### src/hdl/tss_pkg.sv
// ----------------------------------------------------------------------------
// tss_pkg: shared types for the timestamp sorter
// Request/response payloads and the entry/control records of the sort chain.
// ----------------------------------------------------------------------------
package tss_pkg;

   localparam int KEY_BITS = 40;
   localparam int TAG_BITS = 16;

   typedef struct packed {
      logic [KEY_BITS-1:0] time_key;
      logic [TAG_BITS-1:0] entry_tag;
      logic                last_entry;
   } req_payload_type;

   typedef struct packed {
      logic [KEY_BITS-1:0] sorted_key;
      logic [TAG_BITS-1:0] sorted_tag;
      logic                last_result;
      logic                overflowed;
   } rsp_payload_type;

   // one slot of the sort chain
   typedef struct packed {
      logic                valid;
      logic [KEY_BITS-1:0] key;
      logic [TAG_BITS-1:0] tag;
   } cell_data_type;

   // chain-wide command, at most one bit set per cycle
   typedef struct packed {
      logic insert;    // place the new entry, cells after it move up one
      logic shift_dn;  // every cell takes its higher-index neighbor
      logic shift_up;  // every cell takes its lower-index neighbor
   } cell_ctl_type;

endpackage

### src/hdl/tss_cell.sv
// ----------------------------------------------------------------------------
// tss_cell: one slot of the insertion sort chain
// Holds one entry; takes the new entry, a neighbor's entry, or keeps its own.
// ----------------------------------------------------------------------------
module tss_cell
   import tss_pkg::*;
(
   input  logic          clock,
   input  logic          reset,
   input  cell_ctl_type  ctl,
   input  cell_data_type new_data,
   input  cell_data_type prev_data,
   input  logic          prev_ins,
   input  cell_data_type next_data,
   output cell_data_type own_data,
   output logic          own_ins
);

   cell_data_type entry_ff;
   cell_data_type entry_in;

   // strict compare keeps equal times in arrival order
   assign own_ins  = !entry_ff.valid || (new_data.key > entry_ff.key);
   assign own_data = entry_ff;

   always_comb begin
      entry_in = entry_ff;
      if (ctl.insert) begin
         if (own_ins) begin
            entry_in = prev_ins ? prev_data : new_data;
         end
      end else if (ctl.shift_dn) begin
         entry_in = next_data;
      end else if (ctl.shift_up) begin
         entry_in = prev_data;
      end
   end

   always_ff @(posedge clock) begin
      if (reset) begin
         entry_ff.valid <= 1'b0;
      end else begin
         entry_ff <= entry_in;
      end
   end

endmodule

### config.mk
export PLATFORM = sky130hd
export DESIGN_NAME = tss_cell
export DESIGN_NICKNAME = d
export VERILOG_FILES = /design/src/hdl/tss_pkg.sv /design/src/hdl/tss_cell.sv
export SDC_FILE = /design/constraint.sdc
export NUM_CORES = 1
export LEC_CHECK = 0
export ABC_AREA = 0
export ABC_CLOCK_PERIOD_IN_PS = 12100
export BUFFER_PORTS_ARGS = -buffer_cell sky130_fd_sc_hd__buf_2
export CAP_MARGIN = 20
export CELL_PAD_IN_SITES_DETAIL_PLACEMENT = 0
export CELL_PAD_IN_SITES_GLOBAL_PLACEMENT = 1
export CORE_MARGIN = 5
export CORE_UTILIZATION = 35
export DETAILED_ROUTE_END_ITERATION = 7
export PLACE_DENSITY_LB_ADDON = 0.1
export RECOVER_POWER = 100
export SKIP_CTS_REPAIR_TIMING = 1
export SYNTH_ARGS = -nofsm -noshare
export SYNTH_HDL_FRONTEND = slang
export SYNTH_SLANG_ARGS = --single-unit
### constraint.sdc
create_clock -name clock -period 12.1 [get_ports clock]
set_input_delay 0.605 -clock clock [delete_from_list [all_inputs] [get_ports clock]]
set_output_delay 0.605 -clock clock [all_outputs]
set_load 0.05 [all_outputs]
==> results.toml <==
[power]
intPower_mw = 0.510
power_leakage_nw = 2.79
pwr-share-seq = 0.333
max-vdd-ir-drop_v = 0.0000682
total_power_mw = 0.788
switching_share = 0.353
power.density_nw_per_um2 = 129
power_frac_comb = 0.331
clkPwrFrac = 0.337
p_sw_mw = 0.279

[placed_design]
dpl_worst_slack_ns = 8.34
port_buffers = 234
postPlaceCellArea_um2 = 5910
dp_cells = 851
routabilityCongestion = 0.791
dp_hpwl_mm = 10.9

[min_path]
worstHoldStart = "next_data[53]"
min_to = "own_data[53]"
hold_class = "in2reg"
min_path_cells = 3

[finish]
fin_nets = 903
fin_area_um2 = 6120
largest_register_ffs = 57
area_growth_pct = 32.6
final_cells = 869
final_layout_size_suffix_gt1_frac = 0.287

[worst_setup_path]
r2r-start = "own_data[38]"
worst_setup_path_start_kind = "flop"
worstSetupPathType = "reg2reg"
r2r-end = "own_data[35]"
r2r_slack_ns = 5.71
critPathMaxFanout = 30
r2r_cells = 9
crit_required_ns = 12.01
cp-end-kind = "flop"
arrival_ns = 6.30

[sta]
tightest_slew_ns = 4.36
hold_viol = 0
maxSlewViolCount = 118
finalCritPeriodShare = 0.528
setup_violations = 0
rsz0062_at_grt = "false"
fin_ws_ns = 5.71
period_minus_slack_ns = 6.39
fin_tns_setup_ns = 0
fin_skew_ns = 0.00783
fmax_mhz = 156
slew_headroom = -1.91

[yosys]
synth_area_leaders = "edfxtp_1 36%, mux2i_1 12%, ha_1 11%"
synth-edff-count = 56
synthCells = 470
synth_top_area_frac = 0.365
yosysMostFrequentCell = "a21oi_1"
synth_ff_type = "edfxtp_1"
syn-cell-area_um2 = 4610
async_reset_ff_frac = 0
synthTopCellsByCount = "73 x a21oi_1, 59 x a211oi_1, 57 x nor2b_1"
synth.largest_area_cell = "edfxtp_1"
avgSynthCellArea_um2 = 9.82
syn_nets = 687
ys_seq_elements = 57
synth.yosys.seq_area_share = 0.369
ys_types = 37
yosys_warnings = 0

[route]
num_vias = 4326
firstDrtPassIters = 4
wire_per_inst_um = 16.1
route.detailed.drc = 0
first_iter_violations = 172
drt-vias-per-instance = 4.98
ant_nets = 0
drt-total-wl_mm = 14.0

[floorplanning]
start_util = 0.353
die_w_um = 125
num_io_pins = 235
core_area_um2 = 13100
dieHeight_um = 125
rows = 42
die_area_um2 = 15600

[global_route]
grt-ovfl-total = 0
antenna_found_initial = 2
grt_pass1_wl_mm = 22.5
grt_pass1_vias = 4538
grtUsageTotal = 0.176
grt_max_degree = 71

[cts]
cts_buffers = 9
cts.sinks = 57
h-tree-depth = 3
clkLatencyLatePin_ns = 0.32
clock_path_buffers = 2
clockRootBuffer = "clkbuf_16"
cts_tree = "built"
clk_pin_slew_ns = 0.06

[run_status]
outcome = "finished with violations"
violations = "capacitance limit, slew limit"

[job]
cap_violations = 3
==> placed cells by master, fill, tap and decap left out, drive strengths merged, types with 3 or more instances in the layout <==
| cell type | netlist | final |
|---|---|---|
| inv | 40 | 40 |
| ha | 40 | 40 |
| buf | 10 | 177 |
| clkbuf | 22 | 69 |
| a21o | 3 | 3 |
| mux2i | 56 | 56 |
| clkinv | 0 | 4 |
| a21oi | 73 | 73 |
| nor2 | 7 | 7 |
| nand3 | 5 | 5 |
| nor2b | 57 | 57 |
| nand4 | 6 | 6 |
| nor4 | 3 | 3 |
| edfxtp | 56 | 56 |
| nand2 | 10 | 10 |
| o21ai | 6 | 6 |
| a211oi | 59 | 59 |
==> area by class of cell <==
type | count | area (um^2)
Antenna cell | 2 | 5.00
Clock buffer | 9 | 225
Clock inverter | 7 | 85.1
Fill cell | 1339 | 6970
Inverter | 40 | 150
Multi-Input combinational cell | 341 | 2610
Sequential cell | 57 | 1700
Tap cell | 176 | 220
Timing Repair Buffer | 237 | 1120
==> critical path, cell delays in order (launching register included) <==
cell	delay, ns
edfxtp_1	0.36
inv_1	0.05
ha_1	0.31
nand4_1	0.17
nor4_1	0.45
nand3_2	0.19
a21oi_1	0.14
a2111oi_0	0.12
o21ai_0	2.78
clkbuf_1	1.38
==> metrics by stage <==
step | hold slack [ns] | util
after detailed placement | 0.716 | 0.451
final | 0.645 | 0.467
after floorplan | 0.863 | -
after global routing | 0.649 | 0.467
after global placement | 0.704 | 0.451
after CTS | 0.631 | 0.475
==> power by group through the flow <==
| stage | Sequential, mW | Clock (mW) | Combinational (mW) |
|---|---|---|---|
| global placement | 0.263 | 0 | 0.268 |
| finish | 0.262 | 0.265 | 0.261 |
| detailed placement | 0.264 | 0 | 0.270 |
| global route | 0.266 | 0.281 | 0.285 |
| CTS | 0.260 | 0.271 | 0.270 |
| floorplan | 0.346 | 0 | 0.103 |
==> how the worst max path moves through the flow <==
stage	startpoint	to	slack, ns	cells after the start
floorplan	own_data[38]	own_data[0]	7.17	8
global placement	new_data[38]	own_data[36]	8.38	9
detailed placement	new_data[55]	own_data[36]	8.34	9
CTS	own_data[55]	own_data[35]	8.65	9
global route	own_data[38]	own_data[35]	4.96	9
finish	own_data[38]	own_data[35]	5.71	9
==> metal layers <==
| metal | vias to the layer above | track usage | wire, um |
|---|---|---|---|
| met5 | - | 0 | 12 |
| met4 | 2 | 0.0484 | 251 |
| met3 | 22 | 0.0557 | 1020 |
| met2 | 142 | 0.308 | 6890 |
| met1 | 1956 | 0.208 | 5850 |
| li1 | 2204 | - | - |
==> kinds of logic after synthesis <==
group | Yosys count | share of synthesized area
multiplexers | 56 | 0.122
AO/OA/AOI/OAI | 152 | 0.208
flip-flops | 57 | 0.369
adder cells (fa/ha/maj) | 40 | 0.108
AND/OR/NAND/NOR | 93 | 0.130
buffers and inverters | 72 | 0.0629
No activity file was read; power rests on OpenSTA's default activity.
